**src/bps_pkg.sv**
```systemverilog
package bps_pkg;

    localparam int STORE_DEPTH_DEF   = 65536;
    localparam int MAX_DIMENSION_DEF = 1024;
    localparam int FRACTION_BITS_DEF = 8;

    localparam int CFG_DIM_W  = 11;
    localparam int CFG_COMP_W = 3;
    localparam int INDEX_W    = 16;
    localparam int PIXEL_W    = 32;
    localparam int COORD_W    = 20;
    localparam int VALUE_W    = 16;
    localparam int CHAN_W     = 8;
    localparam int CHANNELS   = 4;
    localparam int APB_ADDR_W = 4;
    localparam int APB_DATA_W = 32;

    localparam logic OP_WRITE  = 1'b0;
    localparam logic OP_SAMPLE = 1'b1;

    localparam logic [1:0] REG_WIDTH  = 2'd0;
    localparam logic [1:0] REG_HEIGHT = 2'd1;
    localparam logic [1:0] REG_COMPS  = 2'd2;

    localparam logic [CFG_COMP_W-1:0] COMPS_MAX = 3'd4;

    typedef struct packed {
        logic valid;
        logic sample;
        logic write;
    } stage_ctl_t;

endpackage

```
**src/bps_config.sv**
```systemverilog
module bps_config #(
    parameter int MAX_DIMENSION = bps_pkg::MAX_DIMENSION_DEF,
    parameter int DIM_W         = 11
) (
    input  logic                              clk,
    input  logic                              rst_n,
    input  logic                              psel,
    input  logic                              penable,
    input  logic                              pwrite,
    input  logic [bps_pkg::APB_ADDR_W-1:0]    paddr,
    input  logic [bps_pkg::APB_DATA_W-1:0]    pwdata,
    output logic [bps_pkg::APB_DATA_W-1:0]    prdata,
    output logic [DIM_W-1:0]                  width_sat,
    output logic [DIM_W-1:0]                  height_sat,
    output logic [bps_pkg::CFG_COMP_W-1:0]    comp_count,
    output logic [2*DIM_W-1:0]                area
);

    localparam int SW = (DIM_W > bps_pkg::CFG_DIM_W) ? DIM_W : bps_pkg::CFG_DIM_W;

    logic [bps_pkg::CFG_DIM_W-1:0]  width_reg;
    logic [bps_pkg::CFG_DIM_W-1:0]  height_reg;
    logic [bps_pkg::CFG_COMP_W-1:0] comps_reg;
    logic [2*DIM_W-1:0]             area_reg;
    logic                           wr_hit;
    logic [1:0]                     reg_sel;

    function automatic logic [DIM_W-1:0] sat_dim(input logic [bps_pkg::CFG_DIM_W-1:0] v);
        logic [SW-1:0] wide;
        wide = SW'(v);
        if (wide == '0)
            sat_dim = DIM_W'(1);
        else if (wide > SW'(MAX_DIMENSION))
            sat_dim = DIM_W'(MAX_DIMENSION);
        else
            sat_dim = DIM_W'(wide);
    endfunction

    assign wr_hit  = psel & penable & pwrite;
    assign reg_sel = paddr[3:2];

    always_ff @(posedge clk or negedge rst_n)
    begin
        if (!rst_n)
        begin
            width_reg  <= bps_pkg::CFG_DIM_W'(1);
            height_reg <= bps_pkg::CFG_DIM_W'(1);
            comps_reg  <= bps_pkg::COMPS_MAX;
        end
        else if (wr_hit)
        begin
            case (reg_sel)
                bps_pkg::REG_WIDTH:  width_reg  <= pwdata[bps_pkg::CFG_DIM_W-1:0];
                bps_pkg::REG_HEIGHT: height_reg <= pwdata[bps_pkg::CFG_DIM_W-1:0];
                bps_pkg::REG_COMPS:  comps_reg  <= pwdata[bps_pkg::CFG_COMP_W-1:0];
                default: ;
            endcase
        end
    end

    always_comb
    begin
        case (reg_sel)
            bps_pkg::REG_WIDTH:  prdata = bps_pkg::APB_DATA_W'(width_reg);
            bps_pkg::REG_HEIGHT: prdata = bps_pkg::APB_DATA_W'(height_reg);
            bps_pkg::REG_COMPS:  prdata = bps_pkg::APB_DATA_W'(comps_reg);
            default:             prdata = '0;
        endcase
    end

    assign width_sat  = sat_dim(width_reg);
    assign height_sat = sat_dim(height_reg);

    always_comb
    begin
        if (comps_reg == '0)
            comp_count = bps_pkg::CFG_COMP_W'(1);
        else if (comps_reg > bps_pkg::COMPS_MAX)
            comp_count = bps_pkg::COMPS_MAX;
        else
            comp_count = comps_reg;
    end

    always_ff @(posedge clk)
    begin
        area_reg <= (2*DIM_W)'(width_sat) * (2*DIM_W)'(height_sat);
    end

    assign area = area_reg;

endmodule

```
**config.mk**
```make
export PLATFORM = sky130hd
export DESIGN_NAME = bps_config
export DESIGN_NICKNAME = d
export VERILOG_FILES = /design/src/bps_pkg.sv /design/src/bps_config.sv
export SDC_FILE = /design/constraint.sdc
export NUM_CORES = 1
export LEC_CHECK = 0
export BUFFER_PORTS_ARGS = -buffer_cell sky130_fd_sc_hd__buf_2
export CORE_ASPECT_RATIO = 2
export CORE_UTILIZATION = 57
export CTS_CLUSTER_SIZE = 20
export DETAILED_ROUTE_END_ITERATION = 6
export GPL_ROUTABILITY_DRIVEN = 0
export PLACE_DENSITY = 0.83
export SYNTH_ARGS = -nofsm -noshare
export SYNTH_HDL_FRONTEND = slang
export SYNTH_SLANG_ARGS = --single-unit
```
**constraint.sdc**
```tcl
create_clock -name clk -period 6.6 [get_ports clk]
set_input_delay 0.66 -clock clk [delete_from_list [all_inputs] [get_ports clk]]
set_output_delay 0.66 -clock clk [all_outputs]
set_load 0.02 [all_outputs]
```
==> impl_summary.txt <==
----------------------------------------------------
[Worst setup path]
  Data arrival time of the critical path ... 6.23 ns
  Reg2Reg Depth ... 19
  Crit Path Max Fanout ... 15
  Type of destination of the critical path ... register
  Category of the worst setup path launch point ... register
  Req. time, crit path ... 6.83 ns
  Startpoint-to-endpoint class of the critical path ... reg2reg

[Synthesis]
  Proportion of synthesized area in mux cells ... 6.251%
  Synth Area in Compound Gates ... 6.124%
  Number of flops mapped to enable cells by yosys ... 0
  Leading area contributor after synthesis ... fa_1
  Sequential cell area fraction in the yosys report ... 18.12%
  Syn avg cell area ... 9.042 um2
  Cell types occupying the most area after synthesis ... fa_1 (27%), ha_1 (13%), dfrtp_1 (9.3%)
  Synth Cell Area ... 0.005904 mm2
  Most common flop cell mapped by yosys ... dfxtp_1
  Yosys synthesis warning count ... 0
  Unique cell type count in the Yosys netlist ... 53
  Portion of synthesized cell area occupied by the leading cell type ... 27.12%
  Synthesized-area fraction occupied by and/or/nand/nor cells ... 14.47%
  Synthesized instance count ... 653
  Flip-flop and latch count after synthesis ... 47
  Largest family of logic cells by synthesized area ... adder cells
  Share of synthesized cell area in full adder, half adder and majority cells ... 39.84%
  Fraction of registers with async set or reset after synthesis ... 53.19%
  Parity-gate share of the synthesized area counting xor and xnor cells ... 2.670%

[Timing]
  Sum Neg Setup Slack ... 0 ns
  Clock Skew ... 0.007569 ns
  Unrepaired setup endpoints after global routing ... no
  Period utilisation layout ... 90.80%
  Rel. slew slack ... 57.03%
  Slew Viols, Final ... 0
  Transition time at the pin with the least slew margin ... 0.6445 ns
  Final Critical Period ... 5.993 ns
  Number of failing setup endpoints in the final timing report ... 0
  Final Hold Fails ... 0
  Timing-limited maximum frequency ... 166.9 MHz

[Global routing]
  Number of global-route vias before repair ... 5180
  Pin count of the biggest net entering global routing ... 26
  Antenna violations before repair ... 0
  Combined global-route utilization of all metal layers ... 29.52%
  Grt total ovfl ... 0
  Global-route wire length before repair ... 23.74 mm

[Clocking]
  Clock buffer depth ... 2
  Post_cts resized ... 0
  Total CTS buffers ... 5
  Clock latency at the later pin of the worst-skew pair ... 0.30 ns
  CTS root buffer ... clkbuf_16
  Number of buffers added to fix hold violations after cts ... 0
  TritonCTS Sinks ... 47
  Post-CTS setup-driven buffer insertion count ... 0
  Clock-pin transition on the worst setup and hold timing paths ... 0.07 ns
  Number of H-tree levels ... 2
  Clock tree from TritonCTS ... built

[Drt]
  Detailed-route via count ... 4706
  Final wirelength ... 14.35 mm
  Number of DRC markers in iteration 0 ... 191
  Via density per instance ... 5.485
  Routed wirelength normalized by instance count ... 16.72 um
  DRT antenna net count ... 0
  Initial DRT Pass Iterations ... 5
  DR DRC count ... 0

[Place]
  Detail Placement HPWL ... 11.81 mm
  Number of port buffers ... 75

[Min path]
  Class of the worst hold path ... in2async

[Finish]
  Final standard cell utilization of the core ... 64.29%
  Nets@finish ... 903
  # diodes ... 0
  Proportion of layout cells with a drive suffix above 1 ... 18.12%
  Max FFs per register ... 22
  Area delta synth->final ... 9.811%

[Floorplanning]
  Die Wd ... 73.97 um
  Number of primary I/O pins ... 120
  Vertical extent of the die ... 145.9 um
  Initial standard-cell utilization of the core ... 58.55%
  Standard cell core area ... 0.01008 mm2
  Placement row count ... 52
  Area enclosed by the die boundary ... 0.01079 mm2

[Run]
  Max_cap viols ... 0

[Power]
  Power density over the cells ... 342.4 mW/mm2
  Standby leakage power ... 3.534 nW
  Maximum vdd ir drop ... 0.0002110 V

[Run status]
  Result of the run ... finished clean

----------------------------------------------------
[critical path: stages (launching register included)]
cell,delay [ns]
dfrtp_1,0.38
inv_1,0.40
nand2_1,0.31
inv_1,0.39
nand2_1,0.14
fa_1,0.52
fa_1,0.55
inv_1,0.05
fa_1,0.46
fa_1,0.55
inv_1,0.05
fa_1,0.53
inv_1,0.04
ha_1,0.41
a21oi_1,0.25
nand2_1,0.10
o2111ai_2,0.29
o21ai_2,0.15
a31oi_1,0.21
xnor2_1,0.13
[metrics by stage]
stage | area, um2 | hold slack, ns | instances | worst slack (ns) | power (W)
finish | 6484 | 0.3447 | 858 | 0.6070 | 0.002220
global route | 6484 | 0.3832 | 858 | 0.3807 | 0.002415
CTS | 6484 | 0.3486 | 858 | 0.6984 | 0.002222
detailed placement | 6332 | 0.5425 | 850 | 0.7474 | 0.001938
global placement | 6332 | 0.5331 | 850 | 0.8585 | 0.001870
floorplan | 5979 | 0.3644 | 673 | 1.241 | 0.001579
[layout make-up]
type                       instances  area [um2]
multi-input combinational        457        4174
clock buffer                       5       125.1
inverter                         127       476.7
tap                              135       168.9
timing repair buffer              84       442.9
sequential                        47        1070
fill                             805        3601
clock inverter                     3       26.28
[layer usage]
metal / vias to the layer above / global-route usage (%) / wire, um
met1: 2252 / 26.65 / 4455
li1: 2103 / - / -
met5: - / 0 / 0
met4: 0 / 24.33 / 1355
met3: 109 / 5.679 / 799
met2: 242 / 53.09 / 7735
[cells in the final DEF (no fill, tap or decap), drive strengths merged, types with 2 or more instances in the layout]
cell,instances
conb,21
mux2i,11
and3,2
nand2,77
a21boi,2
nand3,2
nor4,4
o211ai,2
buf,84
nand4,3
xor2,8
clkbuf,5
a31oi,5
nor2b,6
nor2,70
clkinv,4
and2,13
xnor2,10
dfxtp,22
o2111ai,2
ha,60
or2,2
dfstp,3
a21oi,16
a21o,2
fa,80
mux2,23
nor3,3
nand2b,11
inv,126
o21ai,14
dfrtp,22
[path summary, 6_finish.rpt]
kind / from / end / slack, ns
hold / removal: rst_n / width_reg[6] / 0.34
setup reg to reg: width_reg[10] / area[19] / 0.61
setup / recovery: width_reg[10] / area[19] / 0.61
hold reg to reg: comps_reg[0] / comps_reg[0] / 0.56
min in group clk: comps_reg[0] / comps_reg[0] / 0.56
max in group asynchronous: rst_n / comps_reg[2] / 5.87
[Yosys cell counts (2+ instances only)]
| cell type | n |
|---|---|
| nor3_1 | 2 |
| nor2_1 | 70 |
| clkinv_1 | 3 |
| buf_6 | 2 |
| inv_1 | 122 |
| and3_1 | 2 |
| inv_2 | 2 |
| xnor2_1 | 10 |
| mux2_2 | 23 |
| mux2i_1 | 11 |
| a31oi_1 | 5 |
| a21oi_2 | 2 |
| dfstp_2 | 3 |
| nor2b_1 | 6 |
| and2_1 | 13 |
| fa_1 | 80 |
| nand2_1 | 77 |
| a21oi_1 | 13 |
| nor4_1 | 4 |
| dfxtp_1 | 22 |
| nand2b_1 | 11 |
| clkbuf_1 | 13 |
| dfrtp_1 | 22 |
| ha_1 | 60 |
| nand3_1 | 2 |
| a21o_1 | 2 |
| buf_4 | 21 |
| nand4_1 | 3 |
| xor2_1 | 8 |
| o21ai_0 | 11 |
| buf_2 | 5 |
| o211ai_1 | 2 |
[report_power, final]
part           switching [W]  internal, W  total (W)  leakage [nW]
Sequential         0.0000586     0.000385   0.000443         0.484
Clock               0.000124     0.000144   0.000269        0.0748
Combinational       0.000961     0.000547    0.00151          2.98
Total                0.00114      0.00108    0.00222          3.53
[cell families after synthesis]
logic type | Yosys count
adders and majority gates | 140
and+or+nand+nor | 195
xor gates and xnor gates | 18
AOI/OAI and AO/OA | 49
muxes | 34
other | 1
DFF | 47
buffers and inverters | 169
Power figures use the tool's default switching activity.
