File: src/bps_pkg.sv
package bps_pkg;

    localparam int STORE_DEPTH_DEF   = 65536;
    localparam int MAX_DIMENSION_DEF = 1024;
    localparam int FRACTION_BITS_DEF = 8;

    localparam int CFG_DIM_W  = 11;
    localparam int CFG_COMP_W = 3;
    localparam int INDEX_W    = 16;
    localparam int PIXEL_W    = 32;
    localparam int COORD_W    = 20;
    localparam int VALUE_W    = 16;
    localparam int CHAN_W     = 8;
    localparam int CHANNELS   = 4;
    localparam int APB_ADDR_W = 4;
    localparam int APB_DATA_W = 32;

    localparam logic OP_WRITE  = 1'b0;
    localparam logic OP_SAMPLE = 1'b1;

    localparam logic [1:0] REG_WIDTH  = 2'd0;
    localparam logic [1:0] REG_HEIGHT = 2'd1;
    localparam logic [1:0] REG_COMPS  = 2'd2;

    localparam logic [CFG_COMP_W-1:0] COMPS_MAX = 3'd4;

    typedef struct packed {
        logic valid;
        logic sample;
        logic write;
    } stage_ctl_t;

endpackage

File: src/bps_addr.sv
module bps_addr #(
    parameter int STORE_DEPTH   = bps_pkg::STORE_DEPTH_DEF,
    parameter int STORE_AW      = 16,
    parameter int DIM_W         = 11,
    parameter int FRACTION_BITS = bps_pkg::FRACTION_BITS_DEF
) (
    input  logic                                  clk,
    input  logic                                  rst_n,
    input  logic                                  adv,
    input  logic                                  item_valid,
    input  logic                                  operation,
    input  logic [bps_pkg::INDEX_W-1:0]           pixel_index,
    input  logic [bps_pkg::PIXEL_W-1:0]           pixel_data,
    input  logic signed [bps_pkg::COORD_W-1:0]    sample_x,
    input  logic signed [bps_pkg::COORD_W-1:0]    sample_y,
    input  logic [DIM_W-1:0]                      width_sat,
    input  logic [DIM_W-1:0]                      height_sat,
    input  logic [2*DIM_W-1:0]                    area,
    output bps_pkg::stage_ctl_t                   ctl,
    output logic [STORE_AW-1:0]                   wr_addr,
    output logic [bps_pkg::PIXEL_W-1:0]           wr_data,
    output logic [STORE_AW-1:0]                   addr00,
    output logic [STORE_AW-1:0]                   addr01,
    output logic [STORE_AW-1:0]                   addr10,
    output logic [STORE_AW-1:0]                   addr11,
    output logic [FRACTION_BITS-1:0]              fx,
    output logic [FRACTION_BITS-1:0]              fy
);

    localparam int XW = DIM_W + FRACTION_BITS;
    localparam int CW = (XW + 1 > bps_pkg::COORD_W) ? XW + 1 : bps_pkg::COORD_W;
    localparam int RW = 2 * DIM_W;

    function automatic logic [XW-1:0] clamp_coord(
        input logic signed [bps_pkg::COORD_W-1:0] c,
        input logic [DIM_W-1:0]                   dim
    );
        logic signed [CW-1:0] cw;
        logic signed [CW-1:0] hi;
        cw = CW'(c);
        hi = signed'(CW'({dim - DIM_W'(1), {FRACTION_BITS{1'b0}}}));
        if (cw[CW-1])
            clamp_coord = '0;
        else if (cw > hi)
            clamp_coord = hi[XW-1:0];
        else
            clamp_coord = cw[XW-1:0];
    endfunction

    function automatic logic [STORE_AW-1:0] wrap_row(input logic [RW-1:0] a);
        logic [RW+STORE_AW-1:0] ext;
        ext = (RW+STORE_AW)'(a);
        wrap_row = ext[STORE_AW-1:0];
    endfunction

    function automatic logic [STORE_AW-1:0] wrap_index(input logic [bps_pkg::INDEX_W-1:0] a);
        logic [bps_pkg::INDEX_W+STORE_AW-1:0] ext;
        ext = (bps_pkg::INDEX_W+STORE_AW)'(a);
        wrap_index = ext[STORE_AW-1:0];
    endfunction

    // stage 1: clamp
    logic [XW-1:0]                  x_clamp;
    logic [XW-1:0]                  y_clamp;
    logic                           s1_valid_reg;
    logic                           s1_sample_reg;
    logic [bps_pkg::INDEX_W-1:0]    s1_index_reg;
    logic [bps_pkg::PIXEL_W-1:0]    s1_data_reg;
    logic [DIM_W-1:0]               s1_ix_reg;
    logic [DIM_W-1:0]               s1_iy_reg;
    logic [FRACTION_BITS-1:0]       s1_fx_reg;
    logic [FRACTION_BITS-1:0]       s1_fy_reg;

    assign x_clamp = clamp_coord(sample_x, width_sat);
    assign y_clamp = clamp_coord(sample_y, height_sat);

    always_ff @(posedge clk or negedge rst_n)
    begin
        if (!rst_n)
            s1_valid_reg <= 1'b0;
        else if (adv)
            s1_valid_reg <= item_valid;
    end

    always_ff @(posedge clk)
    begin
        if (adv)
        begin
            s1_sample_reg <= (operation == bps_pkg::OP_SAMPLE);
            s1_index_reg  <= pixel_index;
            s1_data_reg   <= pixel_data;
            s1_ix_reg     <= x_clamp[FRACTION_BITS +: DIM_W];
            s1_iy_reg     <= y_clamp[FRACTION_BITS +: DIM_W];
            s1_fx_reg     <= x_clamp[FRACTION_BITS-1:0];
            s1_fy_reg     <= y_clamp[FRACTION_BITS-1:0];
        end
    end

    // stage 2: neighbors, row base, write check
    logic [DIM_W:0]                 ix_inc;
    logic [DIM_W:0]                 iy_inc;
    logic [DIM_W-1:0]               ix2;
    logic                           wr_ok;
    logic                           s2_valid_reg;
    logic                           s2_sample_reg;
    logic                           s2_write_reg;
    logic [RW-1:0]                  s2_row_reg;
    logic [DIM_W-1:0]               s2_ix_reg;
    logic [DIM_W-1:0]               s2_ix2_reg;
    logic                           s2_step_y_reg;
    logic [FRACTION_BITS-1:0]       s2_fx_reg;
    logic [FRACTION_BITS-1:0]       s2_fy_reg;
    logic [bps_pkg::INDEX_W-1:0]    s2_index_reg;
    logic [bps_pkg::PIXEL_W-1:0]    s2_data_reg;

    assign ix_inc = {1'b0, s1_ix_reg} + (DIM_W+1)'(1);
    assign iy_inc = {1'b0, s1_iy_reg} + (DIM_W+1)'(1);
    assign ix2    = (ix_inc < {1'b0, width_sat}) ? ix_inc[DIM_W-1:0] : width_sat - DIM_W'(1);
    assign wr_ok  = !s1_sample_reg
                  && (32'(s1_index_reg) < 32'(area))
                  && (32'(s1_index_reg) < 32'(STORE_DEPTH));

    always_ff @(posedge clk or negedge rst_n)
    begin
        if (!rst_n)
            s2_valid_reg <= 1'b0;
        else if (adv)
            s2_valid_reg <= s1_valid_reg;
    end

    always_ff @(posedge clk)
    begin
        if (adv)
        begin
            s2_sample_reg <= s1_sample_reg;
            s2_write_reg  <= wr_ok;
            s2_row_reg    <= RW'(s1_iy_reg) * RW'(width_sat);
            s2_ix_reg     <= s1_ix_reg;
            s2_ix2_reg    <= ix2;
            s2_step_y_reg <= (iy_inc < {1'b0, height_sat});
            s2_fx_reg     <= s1_fx_reg;
            s2_fy_reg     <= s1_fy_reg;
            s2_index_reg  <= s1_index_reg;
            s2_data_reg   <= s1_data_reg;
        end
    end

    // stage 3: store addresses
    logic [RW-1:0]                  row_b;
    bps_pkg::stage_ctl_t            s3_ctl_reg;
    logic [STORE_AW-1:0]            s3_wr_addr_reg;
    logic [bps_pkg::PIXEL_W-1:0]    s3_wr_data_reg;
    logic [STORE_AW-1:0]            s3_addr00_reg;
    logic [STORE_AW-1:0]            s3_addr01_reg;
    logic [STORE_AW-1:0]            s3_addr10_reg;
    logic [STORE_AW-1:0]            s3_addr11_reg;
    logic [FRACTION_BITS-1:0]       s3_fx_reg;
    logic [FRACTION_BITS-1:0]       s3_fy_reg;

    assign row_b = s2_row_reg + (s2_step_y_reg ? RW'(width_sat) : RW'(0));

    always_ff @(posedge clk or negedge rst_n)
    begin
        if (!rst_n)
            s3_ctl_reg <= '0;
        else if (adv)
        begin
            s3_ctl_reg.valid  <= s2_valid_reg;
            s3_ctl_reg.sample <= s2_valid_reg && s2_sample_reg;
            s3_ctl_reg.write  <= s2_valid_reg && s2_write_reg;
        end
    end

    always_ff @(posedge clk)
    begin
        if (adv)
        begin
            s3_wr_addr_reg <= wrap_index(s2_index_reg);
            s3_wr_data_reg <= s2_data_reg;
            s3_addr00_reg  <= wrap_row(s2_row_reg + RW'(s2_ix_reg));
            s3_addr10_reg  <= wrap_row(s2_row_reg + RW'(s2_ix2_reg));
            s3_addr01_reg  <= wrap_row(row_b + RW'(s2_ix_reg));
            s3_addr11_reg  <= wrap_row(row_b + RW'(s2_ix2_reg));
            s3_fx_reg      <= s2_fx_reg;
            s3_fy_reg      <= s2_fy_reg;
        end
    end

    assign ctl     = s3_ctl_reg;
    assign wr_addr = s3_wr_addr_reg;
    assign wr_data = s3_wr_data_reg;
    assign addr00  = s3_addr00_reg;
    assign addr01  = s3_addr01_reg;
    assign addr10  = s3_addr10_reg;
    assign addr11  = s3_addr11_reg;
    assign fx      = s3_fx_reg;
    assign fy      = s3_fy_reg;

    a_write_not_sample: assert property (@(posedge clk) disable iff (!rst_n)
        s3_ctl_reg.write |-> (s3_ctl_reg.valid && !s3_ctl_reg.sample))
        else $error("write beat flagged as sample");

    a_right_neighbor: assert property (@(posedge clk) disable iff (!rst_n)
        (s2_valid_reg && s2_sample_reg)
        |-> ({1'b0, s2_ix2_reg} <= ({1'b0, s2_ix_reg} + (DIM_W+1)'(1))))
        else $error("right neighbor beyond next column");

    a_advance: assert property (@(posedge clk) disable iff (!rst_n)
        (s1_valid_reg && adv) |=> s2_valid_reg)
        else $error("beat lost between clamp and row stage");

endmodule

File: config.mk
export PLATFORM = sky130hd
export DESIGN_NAME = bps_addr
export DESIGN_NICKNAME = d
export VERILOG_FILES = /design/src/bps_pkg.sv /design/src/bps_addr.sv
export SDC_FILE = /design/constraint.sdc
export NUM_CORES = 1
export LEC_CHECK = 0
export ABC_AREA = 1
export BUFFER_PORTS_ARGS = -buffer_cell sky130_fd_sc_hd__buf_2
export CELL_PAD_IN_SITES_DETAIL_PLACEMENT = 0
export CELL_PAD_IN_SITES_GLOBAL_PLACEMENT = 1
export CORE_ASPECT_RATIO = 0.9
export CORE_MARGIN = 2
export CORE_UTILIZATION = 46
export CTS_CLUSTER_SIZE = 14
export DETAILED_ROUTE_END_ITERATION = 7
export GPL_ROUTABILITY_DRIVEN = 0
export GPL_TIMING_DRIVEN = 0
export PLACE_DENSITY_LB_ADDON = 0.05
export SLEW_MARGIN = 5
export SYNTH_ARGS = -nofsm -noshare
export SYNTH_HDL_FRONTEND = slang
export SYNTH_SLANG_ARGS = --single-unit
File: constraint.sdc
create_clock -name clk -period 5.8 [get_ports clk]
set_input_delay 0.58 -clock clk [delete_from_list [all_inputs] [get_ports clk]]
set_output_delay 0.58 -clock clk [all_outputs]
set_load 0.02 [all_outputs]
==> summary.md <==
| Metric | Value |
|---|---|
| Unique masters post-synth | 50 |
| Non-Filler Instances | between 2000 and 3000 |
| Inst Count DP | ~2600 |
| Pre-antenna DRT Iters | 5 |
| Resize count post-CTS | 0 |
| Final net count | ~2500 |
| Cell row count | 70 |
| Pwr dens | 482 nW/um2 |
| Die Wd | about 220 um |
| Kind of critical path | reg2reg |
| DR iter-0 viols | roughly 800 |
| WHS | slightly below 0.2 ns |
| Worst path cell trace | clkbuf_1 > clkbuf_1 > nand2_1 > inv_1 > fa_1 > fa_1 > fa_1 > fa_1 > inv_1 > fa_1 > inv_1 > ha_1 > a21o_1 > a221oi_1 > nand3_1 > nand3_1 > nand2_1 |
| Layout cell share with drive strength beyond 1 | about 17% |
| Layout area overhead | 17.1% |
| Clock skew | around 0.018 ns |
| Post-DP HPWL | about 35 mm |
| Period utilization | 93.4% |
| Unrepaired setup endpoints after global routing | no |
| CP endpoint | s2_row_reg[15] |
| Synth Area per Inst | about 10 um2 |
| Yosys warns | 0 |
| Largest net degree at the start of global routing | approximately 120 |
| Initial antenna violation count | 2 |
| Full die area | roughly 43000 um2 |
| CTS tree | yes |
| Synthesized flop and latch total | around 330 |
| Max Transition Viols Final | 0 |
| Starting Density | 46.9% |
| Core Box Area | about 41000 um2 |
| Global Route Usage Sum | 21.0% |
| Vias in the first global route | roughly 13000 |
| Fillers | roughly 3600 |
| I/O pins | ~270 |
| CTS Buffer Depth | 3 |
| Startpoint Class | flop |
| Total Wirelength | roughly 44 mm |
| DR DRC count | 0 |
| Worst VDD drop | just under 0.0006 V |
| Post-layout minimum cycle time | around 5.4 ns |
| Status | finished, final reports clean |
| Number of synthesized flops with an enable pin | 320 |
| Worst path slowest cell | fa_1 |
| ANT nets after route | 0 |
| H-tree levels | 2 |
| Reg2Reg Setup Slack | around 0.38 ns |
| FMAX | 185 MHz |
| Mapped Area | around 19000 um2 |
| Synth Instances | approximately 1800 |
| CP Capture Type | flop |
| Pleak | roughly 11 nW |
| Worst Path Required | between 6 and 7 ns |
| Clock sinks | about 330 |
| IO Port Bufs | 262 |
| Worst-skew pair later-pin latency | 0.55 ns |
| CP max FO | 10 |
| Reg2Reg Depth | 17 |
| Clock tree root buffer cell | clkbuf_16 |
| Syn nets | roughly 2200 |
| Max Cap Viol | 0 |
| FF-to-FF Start | s1_iy_reg[3] |
| Die height | 198 um |
| Ys async rst share | under 10% |
| Hold crit path type | in2reg |
| Clk pin slew, worst setup/hold paths | 0.06 ns |
| Detailed-route via count | 13300 |
| CP startpoint | s1_iy_reg[3] |
| Register area share after synthesis | between 50% and 60% |
| FF-to-FF End | s2_row_reg[15] |
| Endpoints failing setup | 0 |
| WL per Instance | ~16 um |
| Main synth FF type | edfxtp_1 |
| Worst slew pin tran | 0.753 ns |
| CTS Buf Count | 37 |
| Overflow left after global routing | 0 |
| Vias/cell | just under 5 |
| Final hold viol count | 0 |
| Wire length of the first global-routing pass | 70.1 mm |
| Crit-path most repeated cell | fa_1 |
| CP peak stage delay | just under 0.6 ns |
| Worst EP arrival | 5.71 ns |
| Slew headroom | approximately 50% |
layout make-up:
type,count,area [um2],area share (%)
Antenna cell,2,5.00,0.0223
Clock inverter,19,205,0.913
Clock buffer,49,1010,4.50
Timing Repair Buffer,265,1390,6.17
Buffer,38,191,0.852
Tap cell,540,676,3.01
Sequential cell,325,9730,43.3
Multi-Input combinational cell,1113,7940,35.3
Inverter,353,1330,5.89
repair_timing:
| action | CTS | global route |
|---|---|---|
| hold buffers | 1 | 0 |
| buffers inserted | 0 | 0 |
| endpoints found under the setup margin | 0 | 0 |
| hold endpoints to repair | 5 | 0 |
worst min path at each step:
stage,start,to,cells after the start
after CTS,pixel_index[7],s1_index_reg[7],1
after global routing,operation,s1_sample_reg,1
after detailed placement,rst_n,ctl[1],1
after global placement,rst_n,ctl[1],1
final,pixel_index[15],s1_index_reg[15],1
after floorplan,rst_n,ctl[0],0
stage by stage:
stage | instance area (um2) | power [mW] | util (%) | setup slack [ns] | TNS, ns
after floorplan | 19200 | 7.16 | - | 0.718 | 0
after global placement | 21200 | 8.55 | 51.8 | -0.690 | -111.28
after detailed placement | 21200 | 8.59 | 51.9 | 0.121 | 0
after CTS | 22500 | 11.0 | 54.9 | 0.383 | 0
after global routing | 22500 | 11.8 | 55.0 | 0.133 | 0
final | 22500 | 10.8 | 55.0 | 0.380 | 0
logic make-up after synthesis:
| group | after synthesis | share of synthesized area [%] |
|---|---|---|
| compound gates | 152 | 4.37 |
| fa+ha+maj | 225 | 17.5 |
| buf+inv | 391 | 7.90 |
| xor+xnor | 115 | 5.29 |
| mux | 1 | 0.0587 |
| flops | 325 | 50.7 |
| simple gates | 620 | 14.2 |
per-layer routing:
| metal | share of wire (%) | up-vias | global-route usage (%) |
|---|---|---|---|
| li1 | - | 6615 | - |
| met1 | 46 | 6258 | 29.2 |
| met2 | 46 | 336 | 34.3 |
| met3 | 5.7 | 53 | 3.70 |
| met4 | 1.9 | 0 | 5.33 |
| met5 | 0 | - | 0 |
critical path, delay by kind of cell, from the launching register on:
family / cells / cell delay (ns)
compound gates: 2 / 0.46
fa+ha+maj: 6 / 3.06
buf+inv: 5 / 0.90
flops: 1 / 0.33
simple gates: 4 / 0.42
synth_stat cells, types with 2 or more instances:
master / n / area [um2]
a211oi_1: 2 / 15.0
a21boi_0: 4 / 30.0
a21o_1: 4 / 30.0
a21oi_1: 80 / 400
a22oi_1: 2 / 15.0
a31oi_1: 2 / 12.5
buf_1: 4 / 15.0
buf_2: 11 / 55.1
buf_6: 4 / 45.0
clkbuf_1: 17 / 63.8
dfrtp_1: 5 / 125
edfxtp_1: 320 / 9610
fa_1: 72 / 1440
ha_1: 153 / 1910
inv_1: 346 / 1300
inv_2: 7 / 26.3
nand2_1: 365 / 1370
nand2_2: 11 / 68.8
nand2_4: 3 / 33.8
nand3_1: 86 / 430
nand3_2: 3 / 30.0
nand3b_1: 5 / 37.5
nand4_1: 26 / 163
nor2_1: 91 / 342
nor2_4: 5 / 56.3
nor3_1: 8 / 40.0
nor3_2: 3 / 30.0
nor4_1: 5 / 31.3
nor4_2: 4 / 50.1
o2111ai_1: 2 / 17.5
o211ai_1: 4 / 30.0
o21a_1: 2 / 15.0
o21ai_0: 31 / 155
o21ai_1: 13 / 65.1
o21bai_1: 2 / 15.0
xnor2_1: 41 / 359
xor2_1: 73 / 639
report_power, final:
group / switching (mW) / internal, mW
sequential: 0.191 / 3.28
clock: 0.946 / 1.38
combinational: 3.17 / 1.87
total: 4.31 / 6.53
layout by cell type (no fill, tap or decap), types with 3 or more instances in the layout:
cell type	instances
nor3_1	8
ha_1	153
a21oi_1	80
edfxtp_1	320
xor2_1	73
nor3_2	3
a21boi_0	4
nand3_1	86
xnor2_1	41
inv_2	7
o21ai_0	31
buf_2	272
nand3_2	3
clkbuf_1	26
o21ai_1	13
o211ai_1	4
nor2_4	5
clkinv_4	4
buf_6	4
buf_1	4
nand2_1	365
nand3b_1	5
a21o_1	4
nand4_1	26
clkinv_1	7
bufinv_16	3
nand2_4	3
clkbuf_16	38
inv_1	346
fa_1	72
dfrtp_1	5
nor4_2	4
nor2_1	91
nor4_1	5
nand2_2	11
No activity file was read; power rests on OpenSTA's default activity.
